### src/design/isst_pkg.sv
// shared types, command codes and decode helper for the indexed stack store
package isst_pkg;

   // fixed field widths of the item and result ports
   localparam int IDX_WIDTH   = 8;
   localparam int FILL_WIDTH  = 9;
   localparam int CMD_WIDTH   = 3;

   // command codes as they arrive on the request port
   localparam logic [CMD_WIDTH-1:0] CMD_PUSH   = 3'd0;
   localparam logic [CMD_WIDTH-1:0] CMD_POP    = 3'd1;
   localparam logic [CMD_WIDTH-1:0] CMD_READ   = 3'd2;
   localparam logic [CMD_WIDTH-1:0] CMD_WRITE  = 3'd3;
   localparam logic [CMD_WIDTH-1:0] CMD_SWAP   = 3'd4;
   localparam logic [CMD_WIDTH-1:0] CMD_REMOVE = 3'd5;

   // decoded operation handed from front to back
   typedef enum logic [2:0] {
      OP_PUSH,
      OP_POP,
      OP_READ,
      OP_WRITE,
      OP_SWAP,
      OP_REMOVE,
      OP_NOP
   } op_type;

   // result status codes
   typedef enum logic [1:0] {
      STAT_OK    = 2'd0,
      STAT_RANGE = 2'd1,
      STAT_EMPTY = 2'd2,
      STAT_FULL  = 2'd3
   } status_type;

   // back end sequencer states
   typedef enum logic [2:0] {
      BK_IDLE,
      BK_READ,
      BK_TOP,
      BK_SWAP_A,
      BK_SWAP_B,
      BK_SWAP_C,
      BK_SHIFT
   } back_state_type;

   // control part of a queued item
   typedef struct packed {
      op_type                 op;
      logic [IDX_WIDTH-1:0]   index_a;
      logic [IDX_WIDTH-1:0]   index_b;
   } ctl_type;

   // map a raw command code to an operation
   function automatic op_type decode_command(input logic [CMD_WIDTH-1:0] cmd);
      op_type op;
      case (cmd)
         CMD_PUSH:   op = OP_PUSH;
         CMD_POP:    op = OP_POP;
         CMD_READ:   op = OP_READ;
         CMD_WRITE:  op = OP_WRITE;
         CMD_SWAP:   op = OP_SWAP;
         CMD_REMOVE: op = OP_REMOVE;
         default:    op = OP_NOP;
      endcase
      return op;
   endfunction

endpackage

### src/design/isst_queue.sv
// two-entry first-in first-out queue with push/full and pop/empty sides
module isst_queue #(
   parameter int WIDTH = 8
) (
   input  logic             clock,
   input  logic             reset,
   input  logic             push,
   output logic             full,
   input  logic [WIDTH-1:0] wdata,
   input  logic             pop,
   output logic             empty,
   output logic [WIDTH-1:0] rdata
);

   logic [WIDTH-1:0] slot_ff [2];
   logic             wr_ptr_ff, wr_ptr_in;
   logic             rd_ptr_ff, rd_ptr_in;
   logic [1:0]       fill_ff, fill_in;
   logic             do_push, do_pop;

   // handshake qualifiers
   assign full    = (fill_ff == 2'd2);
   assign empty   = (fill_ff == 2'd0);
   assign do_push = push && !full;
   assign do_pop  = pop && !empty;
   assign rdata   = slot_ff[rd_ptr_ff];

   // pointer and fill level update
   always_comb begin
      wr_ptr_in = do_push ? ~wr_ptr_ff : wr_ptr_ff;
      rd_ptr_in = do_pop ? ~rd_ptr_ff : rd_ptr_ff;
      case ({do_push, do_pop})
         2'b10:   fill_in = fill_ff + 2'd1;
         2'b01:   fill_in = fill_ff - 2'd1;
         default: fill_in = fill_ff;
      endcase
   end

   always_ff @(posedge clock) begin
      if (reset) begin
         wr_ptr_ff <= 1'b0;
         rd_ptr_ff <= 1'b0;
         fill_ff   <= 2'd0;
      end else begin
         wr_ptr_ff <= wr_ptr_in;
         rd_ptr_ff <= rd_ptr_in;
         fill_ff   <= fill_in;
      end
   end

   // payload slots
   always_ff @(posedge clock) begin
      if (do_push) begin
         slot_ff[wr_ptr_ff] <= wdata;
      end
   end

endmodule

### src/design/isst_front.sv
// front end: takes request items, decodes the command and queues them
module isst_front #(
   parameter int DATA_WIDTH = 8
) (
   input  logic                              clock,
   input  logic                              reset,
   input  logic                              req_push,
   output logic                              req_full,
   input  logic [isst_pkg::CMD_WIDTH-1:0]    req_command,
   input  logic [isst_pkg::IDX_WIDTH-1:0]    req_index_a,
   input  logic [isst_pkg::IDX_WIDTH-1:0]    req_index_b,
   input  logic [DATA_WIDTH-1:0]             req_value_in,
   input  logic                              q_pop,
   output logic                              q_empty,
   output isst_pkg::ctl_type                 q_ctl,
   output logic [DATA_WIDTH-1:0]             q_value
);

   localparam int QW = $bits(isst_pkg::ctl_type) + DATA_WIDTH;

   isst_pkg::ctl_type ctl;
   logic [QW-1:0]     q_wdata, q_rdata;

   // classify the incoming command
   always_comb begin
      ctl.op      = isst_pkg::decode_command(req_command);
      ctl.index_a = req_index_a;
      ctl.index_b = req_index_b;
   end

   assign q_wdata = {ctl, req_value_in};

   isst_queue #(.WIDTH(QW)) u_cmd_queue (
      .clock (clock),
      .reset (reset),
      .push  (req_push),
      .full  (req_full),
      .wdata (q_wdata),
      .pop   (q_pop),
      .empty (q_empty),
      .rdata (q_rdata)
   );

   assign {q_ctl, q_value} = q_rdata;

endmodule

### src/design/isst_back.sv
// back end: element memory, fill count, top register and command sequencer
module isst_back #(
   parameter int DEPTH      = 256,
   parameter int DATA_WIDTH = 8
) (
   input  logic                              clock,
   input  logic                              reset,
   input  logic                              q_empty,
   input  isst_pkg::ctl_type                 q_ctl,
   input  logic [DATA_WIDTH-1:0]             q_value,
   output logic                              q_pop,
   input  logic                              res_full,
   output logic                              res_valid,
   output logic [DATA_WIDTH-1:0]             res_read_value,
   output logic [isst_pkg::FILL_WIDTH-1:0]   res_fill_count,
   output logic [DATA_WIDTH-1:0]             res_top_value,
   output logic                              res_is_empty,
   output isst_pkg::status_type              res_status
);

   localparam int AW = $clog2(DEPTH);
   localparam int CW = $clog2(DEPTH + 1);
   localparam int IW = (CW > isst_pkg::IDX_WIDTH) ? CW : isst_pkg::IDX_WIDTH;

   isst_pkg::back_state_type state_ff, state_in;
   logic [CW-1:0]            count_ff, count_in;
   logic [DATA_WIDTH-1:0]    top_ff, top_in;
   logic [AW-1:0]            ptr_ff, ptr_in;
   logic [AW-1:0]            idxb_ff, idxb_in;
   logic [DATA_WIDTH-1:0]    hold_ff, hold_in;
   logic [DATA_WIDTH-1:0]    rdata_ff;

   logic [DATA_WIDTH-1:0]    store_mem [DEPTH];
   logic                     mem_we, mem_re;
   logic [AW-1:0]            mem_waddr, mem_raddr;
   logic [DATA_WIDTH-1:0]    mem_wdata;

   logic                     take;
   logic [IW-1:0]            ia_ext, ib_ext, cnt_ext;
   logic [AW-1:0]            ia_addr, ib_addr, ptr_next;
   logic [CW-1:0]            last_idx, below_last;
   logic                     a_ok, b_ok, a_last, is_full, is_zero, has_two, shift_done;
   logic [DATA_WIDTH-1:0]    read_in;
   isst_pkg::status_type     status_in;

   // index checks against the current fill count
   assign take       = (state_ff == isst_pkg::BK_IDLE) && !q_empty && !res_full;
   assign ia_ext     = IW'(q_ctl.index_a);
   assign ib_ext     = IW'(q_ctl.index_b);
   assign cnt_ext    = IW'(count_ff);
   assign ia_addr    = ia_ext[AW-1:0];
   assign ib_addr    = ib_ext[AW-1:0];
   assign a_ok       = ia_ext < cnt_ext;
   assign b_ok       = ib_ext < cnt_ext;
   assign last_idx   = count_ff - CW'(1);
   assign below_last = count_ff - CW'(2);
   assign a_last     = a_ok && (ia_ext == IW'(last_idx));
   assign is_full    = (count_ff == CW'(DEPTH));
   assign is_zero    = (count_ff == '0);
   assign has_two    = (count_ff > CW'(1));
   assign ptr_next   = ptr_ff + AW'(1);
   assign shift_done = ((CW'(ptr_ff) + CW'(1)) == last_idx);

   // next state
   always_comb begin
      state_in = state_ff;
      case (state_ff)
         isst_pkg::BK_IDLE: begin
            if (take) begin
               case (q_ctl.op)
                  isst_pkg::OP_POP: begin
                     if (has_two) state_in = isst_pkg::BK_TOP;
                  end
                  isst_pkg::OP_READ: begin
                     if (a_ok) state_in = isst_pkg::BK_READ;
                  end
                  isst_pkg::OP_SWAP: begin
                     if (a_ok && b_ok) state_in = isst_pkg::BK_SWAP_A;
                  end
                  isst_pkg::OP_REMOVE: begin
                     if (a_last && has_two) state_in = isst_pkg::BK_TOP;
                     else if (a_ok && !a_last) state_in = isst_pkg::BK_SHIFT;
                  end
                  default: state_in = isst_pkg::BK_IDLE;
               endcase
            end
         end
         isst_pkg::BK_READ:   state_in = isst_pkg::BK_IDLE;
         isst_pkg::BK_TOP:    state_in = isst_pkg::BK_IDLE;
         isst_pkg::BK_SWAP_A: state_in = isst_pkg::BK_SWAP_B;
         isst_pkg::BK_SWAP_B: state_in = isst_pkg::BK_SWAP_C;
         isst_pkg::BK_SWAP_C: state_in = isst_pkg::BK_IDLE;
         isst_pkg::BK_SHIFT: begin
            if (shift_done) state_in = isst_pkg::BK_IDLE;
         end
         default: state_in = isst_pkg::BK_IDLE;
      endcase
   end

   // datapath, memory controls and result strobe
   always_comb begin
      count_in  = count_ff;
      top_in    = top_ff;
      ptr_in    = ptr_ff;
      idxb_in   = idxb_ff;
      hold_in   = hold_ff;
      mem_we    = 1'b0;
      mem_waddr = ptr_ff;
      mem_wdata = rdata_ff;
      mem_re    = 1'b0;
      mem_raddr = ptr_ff;
      res_valid = 1'b0;
      read_in   = '0;
      status_in = isst_pkg::STAT_OK;
      case (state_ff)
         isst_pkg::BK_IDLE: begin
            if (take) begin
               case (q_ctl.op)
                  isst_pkg::OP_PUSH: begin
                     res_valid = 1'b1;
                     if (is_full) begin
                        status_in = isst_pkg::STAT_FULL;
                     end else begin
                        mem_we    = 1'b1;
                        mem_waddr = count_ff[AW-1:0];
                        mem_wdata = q_value;
                        count_in  = count_ff + CW'(1);
                        top_in    = q_value;
                     end
                  end
                  isst_pkg::OP_POP: begin
                     if (is_zero) begin
                        res_valid = 1'b1;
                        status_in = isst_pkg::STAT_EMPTY;
                     end else begin
                        count_in = last_idx;
                        if (has_two) begin
                           mem_re    = 1'b1;
                           mem_raddr = below_last[AW-1:0];
                        end else begin
                           top_in    = '0;
                           res_valid = 1'b1;
                        end
                     end
                  end
                  isst_pkg::OP_READ: begin
                     if (!a_ok) begin
                        res_valid = 1'b1;
                        status_in = isst_pkg::STAT_RANGE;
                     end else begin
                        mem_re    = 1'b1;
                        mem_raddr = ia_addr;
                     end
                  end
                  isst_pkg::OP_WRITE: begin
                     res_valid = 1'b1;
                     if (!a_ok) begin
                        status_in = isst_pkg::STAT_RANGE;
                     end else begin
                        mem_we    = 1'b1;
                        mem_waddr = ia_addr;
                        mem_wdata = q_value;
                        if (a_last) top_in = q_value;
                     end
                  end
                  isst_pkg::OP_SWAP: begin
                     if (!(a_ok && b_ok)) begin
                        res_valid = 1'b1;
                        status_in = isst_pkg::STAT_RANGE;
                     end else begin
                        mem_re    = 1'b1;
                        mem_raddr = ia_addr;
                        ptr_in    = ia_addr;
                        idxb_in   = ib_addr;
                     end
                  end
                  isst_pkg::OP_REMOVE: begin
                     if (!a_ok) begin
                        res_valid = 1'b1;
                        status_in = isst_pkg::STAT_RANGE;
                     end else if (a_last) begin
                        // removing the top element works like a pop
                        count_in = last_idx;
                        if (has_two) begin
                           mem_re    = 1'b1;
                           mem_raddr = below_last[AW-1:0];
                        end else begin
                           top_in    = '0;
                           res_valid = 1'b1;
                        end
                     end else begin
                        // start the tail walk one place above the hole
                        mem_re    = 1'b1;
                        mem_raddr = ia_addr + AW'(1);
                        ptr_in    = ia_addr;
                     end
                  end
                  default: res_valid = 1'b1;
               endcase
            end
         end
         isst_pkg::BK_READ: begin
            res_valid = 1'b1;
            read_in   = rdata_ff;
         end
         isst_pkg::BK_TOP: begin
            top_in    = rdata_ff;
            res_valid = 1'b1;
         end
         isst_pkg::BK_SWAP_A: begin
            hold_in   = rdata_ff;
            mem_re    = 1'b1;
            mem_raddr = idxb_ff;
         end
         isst_pkg::BK_SWAP_B: begin
            mem_we    = 1'b1;
            mem_waddr = ptr_ff;
            mem_wdata = rdata_ff;
            if (CW'(ptr_ff) == last_idx) top_in = rdata_ff;
         end
         isst_pkg::BK_SWAP_C: begin
            mem_we    = 1'b1;
            mem_waddr = idxb_ff;
            mem_wdata = hold_ff;
            if (CW'(idxb_ff) == last_idx) top_in = hold_ff;
            res_valid = 1'b1;
         end
         isst_pkg::BK_SHIFT: begin
            // move one element down while fetching the next one
            mem_we    = 1'b1;
            mem_waddr = ptr_ff;
            mem_wdata = rdata_ff;
            if (shift_done) begin
               count_in  = last_idx;
               res_valid = 1'b1;
            end else begin
               mem_re    = 1'b1;
               mem_raddr = ptr_next + AW'(1);
               ptr_in    = ptr_next;
            end
         end
         default: res_valid = 1'b0;
      endcase
   end

   assign q_pop          = take;
   assign res_read_value = read_in;
   assign res_fill_count = isst_pkg::FILL_WIDTH'(count_in);
   assign res_top_value  = top_in;
   assign res_is_empty   = (count_in == '0);
   assign res_status     = status_in;

   // control registers
   always_ff @(posedge clock) begin
      if (reset) begin
         state_ff <= isst_pkg::BK_IDLE;
         count_ff <= '0;
         top_ff   <= '0;
      end else begin
         state_ff <= state_in;
         count_ff <= count_in;
         top_ff   <= top_in;
      end
   end

   // working registers
   always_ff @(posedge clock) begin
      ptr_ff  <= ptr_in;
      idxb_ff <= idxb_in;
      hold_ff <= hold_in;
   end

   // element memory, one write and one registered read port
   always_ff @(posedge clock) begin
      if (mem_we) begin
         store_mem[mem_waddr] <= mem_wdata;
      end
      if (mem_re) begin
         rdata_ff <= store_mem[mem_raddr];
      end
   end

   // fill count stays within capacity
   assert property (@(posedge clock) disable iff (reset) count_ff <= CW'(DEPTH))
      else $error("fill count above capacity");

   // a result is only produced when the result queue has room
   assert property (@(posedge clock) disable iff (reset) res_valid |-> !res_full)
      else $error("result produced into full queue");

   // an empty store reports a zero top element
   assert property (@(posedge clock) disable iff (reset)
      (state_ff == isst_pkg::BK_IDLE && count_ff == '0) |-> (top_ff == '0))
      else $error("top not cleared on empty store");

   // the tail walk only runs with at least two elements
   assert property (@(posedge clock) disable iff (reset)
      (state_ff == isst_pkg::BK_SHIFT) |-> (count_ff > CW'(1)))
      else $error("tail walk with fewer than two elements");

   // simultaneous read and write never hit the same entry
   assert property (@(posedge clock) disable iff (reset)
      (mem_we && mem_re) |-> (mem_waddr != mem_raddr))
      else $error("read and write collide on one entry");

endmodule

### src/design/indexed_stack_store.sv
// indexed stack store: array stack with push, pop, read, write, swap, remove-at
//
// Items come in on the req_ side as into a queue: an item is taken at a clock
// edge with req_push high and req_full low. A two-entry command queue sits in
// front of the execution unit, so req_full only rises when two items wait.
// Results leave through a two-entry result queue: the oldest result is on the
// rsp_ ports while rsp_empty is low and is taken with rsp_pop.
// Execution steps per item, set by the element memory with one write port and a
// registered read port: push, write, no-op and every error case finish in the
// step that takes the item; read adds a step for the registered read; pop and
// removal of the top add a step to load the new top, none when the last element
// goes; swap reads both entries, then writes them back exchanged; removal below
// the top moves each element above the index down one place, one per step.
// Single-step items run back to back at one per cycle while the result queue has
// room. Each result passes the command queue and the result queue on its way.
// Reset is synchronous and empties the store and both queues; the memory
// itself is not cleared. When the receiver stalls, results pile up in the
// result queue; once it is full the execution unit holds, then the command
// queue fills and req_full rises.
module indexed_stack_store #(
   parameter int DEPTH      = 256,
   parameter int DATA_WIDTH = 8
) (
   input  logic                              clock,
   input  logic                              reset,
   input  logic                              req_push,
   output logic                              req_full,
   input  logic [isst_pkg::CMD_WIDTH-1:0]    req_command,
   input  logic [isst_pkg::IDX_WIDTH-1:0]    req_index_a,
   input  logic [isst_pkg::IDX_WIDTH-1:0]    req_index_b,
   input  logic [DATA_WIDTH-1:0]             req_value_in,
   output logic                              rsp_empty,
   input  logic                              rsp_pop,
   output logic [DATA_WIDTH-1:0]             rsp_read_value,
   output logic [isst_pkg::FILL_WIDTH-1:0]   rsp_fill_count,
   output logic [DATA_WIDTH-1:0]             rsp_top_value,
   output logic                              rsp_is_empty,
   output logic [1:0]                        rsp_status
);

   localparam int RW = DATA_WIDTH + isst_pkg::FILL_WIDTH + DATA_WIDTH + 1 + 2;

   isst_pkg::ctl_type                q_ctl;
   logic [DATA_WIDTH-1:0]            q_value;
   logic                             q_pop, q_empty;
   logic                             res_valid, res_full;
   logic [DATA_WIDTH-1:0]            res_read_value, res_top_value;
   logic [isst_pkg::FILL_WIDTH-1:0]  res_fill_count;
   logic                             res_is_empty;
   isst_pkg::status_type             res_status;
   logic [RW-1:0]                    res_wdata, res_rdata;

   // command intake
   isst_front #(.DATA_WIDTH(DATA_WIDTH)) u_front (
      .clock        (clock),
      .reset        (reset),
      .req_push     (req_push),
      .req_full     (req_full),
      .req_command  (req_command),
      .req_index_a  (req_index_a),
      .req_index_b  (req_index_b),
      .req_value_in (req_value_in),
      .q_pop        (q_pop),
      .q_empty      (q_empty),
      .q_ctl        (q_ctl),
      .q_value      (q_value)
   );

   // execution against the element memory
   isst_back #(.DEPTH(DEPTH), .DATA_WIDTH(DATA_WIDTH)) u_back (
      .clock          (clock),
      .reset          (reset),
      .q_empty        (q_empty),
      .q_ctl          (q_ctl),
      .q_value        (q_value),
      .q_pop          (q_pop),
      .res_full       (res_full),
      .res_valid      (res_valid),
      .res_read_value (res_read_value),
      .res_fill_count (res_fill_count),
      .res_top_value  (res_top_value),
      .res_is_empty   (res_is_empty),
      .res_status     (res_status)
   );

   // result queue
   assign res_wdata = {res_read_value, res_fill_count, res_top_value, res_is_empty, res_status};

   isst_queue #(.WIDTH(RW)) u_rsp_queue (
      .clock (clock),
      .reset (reset),
      .push  (res_valid),
      .full  (res_full),
      .wdata (res_wdata),
      .pop   (rsp_pop),
      .empty (rsp_empty),
      .rdata (res_rdata)
   );

   assign {rsp_read_value, rsp_fill_count, rsp_top_value, rsp_is_empty, rsp_status} = res_rdata;

endmodule

### config.mk
export PLATFORM = sky130hd
export DESIGN_NAME = indexed_stack_store
export DESIGN_NICKNAME = d
export VERILOG_FILES = /design/src/design/isst_pkg.sv /design/src/design/isst_queue.sv /design/src/design/isst_front.sv /design/src/design/isst_back.sv /design/src/design/indexed_stack_store.sv
export SDC_FILE = /design/constraint.sdc
export NUM_CORES = 2
export LEC_CHECK = 0
export ABC_CLOCK_PERIOD_IN_PS = 8109
export BUFFER_PORTS_ARGS = -buffer_cell sky130_fd_sc_hd__buf_4
export CORE_MARGIN = 5
export CORE_UTILIZATION = 63
export CTS_BUF_LIST = sky130_fd_sc_hd__clkbuf_4 sky130_fd_sc_hd__clkbuf_8 sky130_fd_sc_hd__clkbuf_16
export CTS_CLUSTER_SIZE = 28
export DETAILED_ROUTE_END_ITERATION = 10
export PLACE_DENSITY = 0.79
export SYNTH_ARGS = -nofsm -noshare
export SYNTH_HDL_FRONTEND = slang
export SYNTH_HIERARCHICAL = 1
export SYNTH_SLANG_ARGS = --single-unit
### constraint.sdc
create_clock -name clock -period 8.11 [get_ports clock]
set_input_delay 1.622 -clock clock [delete_from_list [all_inputs] [get_ports clock]]
set_output_delay 1.622 -clock clock [all_outputs]
set_load 0.02 [all_outputs]
==> reports/metrics.yaml <==
status:
  status: "finished clean"
routing:
  dr.first_iter.drc_count: 9887
  vias_per_cell: 6.80
  vias: 62300
  totalWireLength_microns: 257000
  drt-pass1-iter-count: 8
  route.detailed.drc: 0
  wl_per_cell_microns: 28.0
  ant_nets: 0
cts:
  path_clk_slew_ns: 0.06
  htree_levels: 4
  hold_buffers: 0
  clock_sinks: 2220
  cts_resized: 0
  insertion_delay_ns: 0.86
  tritoncts: "built"
  cts_made_buffers: 209
  postCtsSetupRepairBufs: 0
  clk_path_buf_depth: 3
  cts_root_buf: "clkbuf_16"
setup_path:
  max_stage_delay_ns: 0.89
  crit_path_end_kind: "flip-flop"
  crit_buf_inv: 2
  cp.required_ns: 8.66
  critPathLaunchType: "flip-flop"
  crit_fanout: 42
  critical_path.startpoint: "u_back/cnt_ext[2]$_SDFF_PP0_"
  arrival_ns: 7.95
  path_common_cell: "o211ai_1"
  cp_top_family: "simple AND/OR/NAND/NOR gates"
  path_cells: "inv_1 > ha_1 > nor4b_1 > xnor2_1 > xnor3_1 > or3b_1 > or3_1 > a31oi_1 > o211ai_1 > nor2_4 > buf_12 > a311oi_1 > o211ai_1 > o21ai_0 > nor3_1 > o211ai_1"
  crit_slowest_cell: "nor3_1"
  r2r-start: "u_back/cnt_ext[2]$_SDFF_PP0_"
  criticalPathCategory: "flip-flop to flip-flop"
final_layout:
  regArea_sq_um: 66400
  multi_input_area_sq_um: 24700
  drive_gt1_share_pct: 9.14
  finalNonFillerCells: 9153
  finalNetCount: 7100
  fill_cells: 9380
  areaGrowthSynthToFinish_pct: 9.91
sta:
  finalClockSkew_ns: 0.0518
  post-route-period-util_pct: 91.3
  setup_slack_ns: 0.706
  rsz0062_at_grt: "false"
  max_freq_mhz: 135
  timing.setup.tns_ns: 0
  timing.final.hold_violations: 0
  max_slew_margin_pct: 15.2
  tightestPinTransition_ns: 1.27
  period_minus_slack_ns: 7.40
  drv_slew: 0
  finalSetupViolations: 0
  whs_ns: 0.502
floorplanning:
  rows: 141
  core_sq_um: 147000
  chipWidth_microns: 395
  die_area_sq_um: 156000
  die_h_microns: 395
  initial_core_util_pct: 63.2
  ios: 61
global_route:
  grt_pass1_wl_microns: 377000
  grt_max_degree: 155
  grt.total_usage_pct: 32.2
  first_global_vias: 58900
  antenna_found_initial: 14
  grt_overflow: 0
logic_synthesis:
  synth_area_per_cell_sq_um: 13.1
  postSynth.asyncResetShare_pct: 0
  yosysTopAreaCell: "edfxtp_1"
  synth_most_common_cell: "edfxtp_1"
  yosysUniqueCellTypes: 88
  synth_edf_count: 2190
  synthTopCellsByCount: "edfxtp_1, nand2_1, nand3_1, mux2i_1, nor2_1"
  yosysSeqAreaShare_pct: 71.2
  synthesis.nets: 7145
  yosysTopAreaCellShare_pct: 70.6
  syn_inst: 7088
  synth_seq_cells: 2220
  synth_top_flop_cell: "edfxtp_1"
  synth_area_sq_um: 93100
  yosysWarnings: 6
  synth_area_leaders: "edfxtp_1, nand2_1, mux2i_1"
run:
  drv_cap: 0
placed_design:
  io_buffers: 60
  gp_congestion: 0.974
  dp_cells: 8762
  pre_cts_ws_ns: 0.991
  dp_hpwl_microns: 154000
worst_hold_path:
  worstHoldPathType: "flip-flop to flip-flop"
  holdCritStartpoint: "u_rsp_queue/wr_ptr_ff$_SDFFE_PP0P_"
flip-flops by register name (all words and copies together), names as in the netlist, 8 cells and up, named ones only:
| register | flops |
|---|---|
| u_back/top_ff | 8 |
| u_back/cnt_ext | 9 |
| u_front/u_cmd_queue/slot_ff | 54 |
| u_back/hold_ff | 8 |
| u_back/ptr_ff | 8 |
| u_back/idxb_ff | 8 |
| u_rsp_queue/slot_ff | 56 |
| u_back/store_mem | 2048 |
| u_back/rdata_ff | 8 |
kinds of logic after synthesis:
group / synth area share [%]
buffers and inverters: 2.40
and+or+nand+nor: 13.0
AOI/OAI and AO/OA: 7.10
DFF: 71.2
xor gates and xnor gates: 0.623
muxes: 5.26
adders and majority gates: 0.349
area by class of cell:
class,count,share of cell area [%]
timing repair buffer,225,2.07
inverter,35,0.187
multi-input combinational,4352,24.1
clock inverter,114,0.871
tap,1930,2.36
antenna,16,0.0391
sequential,2220,64.8
clock buffer,261,5.53
worst register-to-register path, cell delays in order (launching register included):
cell and delay [ns]:
dfxtp_1 0.60, inv_1 0.27, ha_1 0.31, nor4b_1 0.19
xnor2_1 0.48, xnor3_1 0.40, or3b_1 0.48, or3_1 0.62
a31oi_1 0.32, o211ai_1 0.30, nor2_4 0.86, buf_12 0.37
a311oi_1 0.11, o211ai_1 0.27, o21ai_0 0.38, nor3_1 0.90
o211ai_1 0.25
through the flow:
step / util, % / area (sq um)
2_1_floorplan: - / 93100
3_3_place_gp: 65.0 / 95800
3_5_place_dp: 65.0 / 95800
4_1_cts: 69.5 / 102000
5_1_grt: 69.5 / 102000
6_report: 69.5 / 102000
placed cells by master, fill, tap and decap left out, drive strengths merged, types with 30 or more instances in the layout:
cell type	count
xnor2	46
nor2b	34
and3	119
nand4	42
a31oi	88
nand3	515
o211ai	62
clkinv	94
nor2	340
a22oi	101
a32oi	48
mux2	73
a21oi	239
buf	225
inv	42
a311oi	66
dfxtp	30
mux2i	405
edfxtp	2190
nand2	1609
nor3	64
o21ai	131
o22ai	54
clkbuf	261
layer usage:
metal	part of all wire (%)	routed length (microns)	vias to the layer above	global-route usage (%)
li1	-	-	26400	-
met1	36	92900	30200	44.8
met2	45	115000	4842	48.1
met3	13	34300	804	8.36
met4	5.5	14200	6	15.7
met5	0.022	57	-	0
worst paths after layout:
path	end	slack (ns)	cells past startpoint
worst min register to register	u_rsp_queue/wr_ptr_ff$_SDFFE_PP0P_	0.50	2
worst max-delay path	u_back/rdata_ff[2]$_DFFE_PP_	0.71	16
worst max register to register	u_back/rdata_ff[2]$_DFFE_PP_	0.71	16
worst min-delay path	u_rsp_queue/wr_ptr_ff$_SDFFE_PP0P_	0.50	2
Power is left out: the tool's default activity adds up to more than one toggle a clock period on the data nets, which glitch-free logic cannot reach.
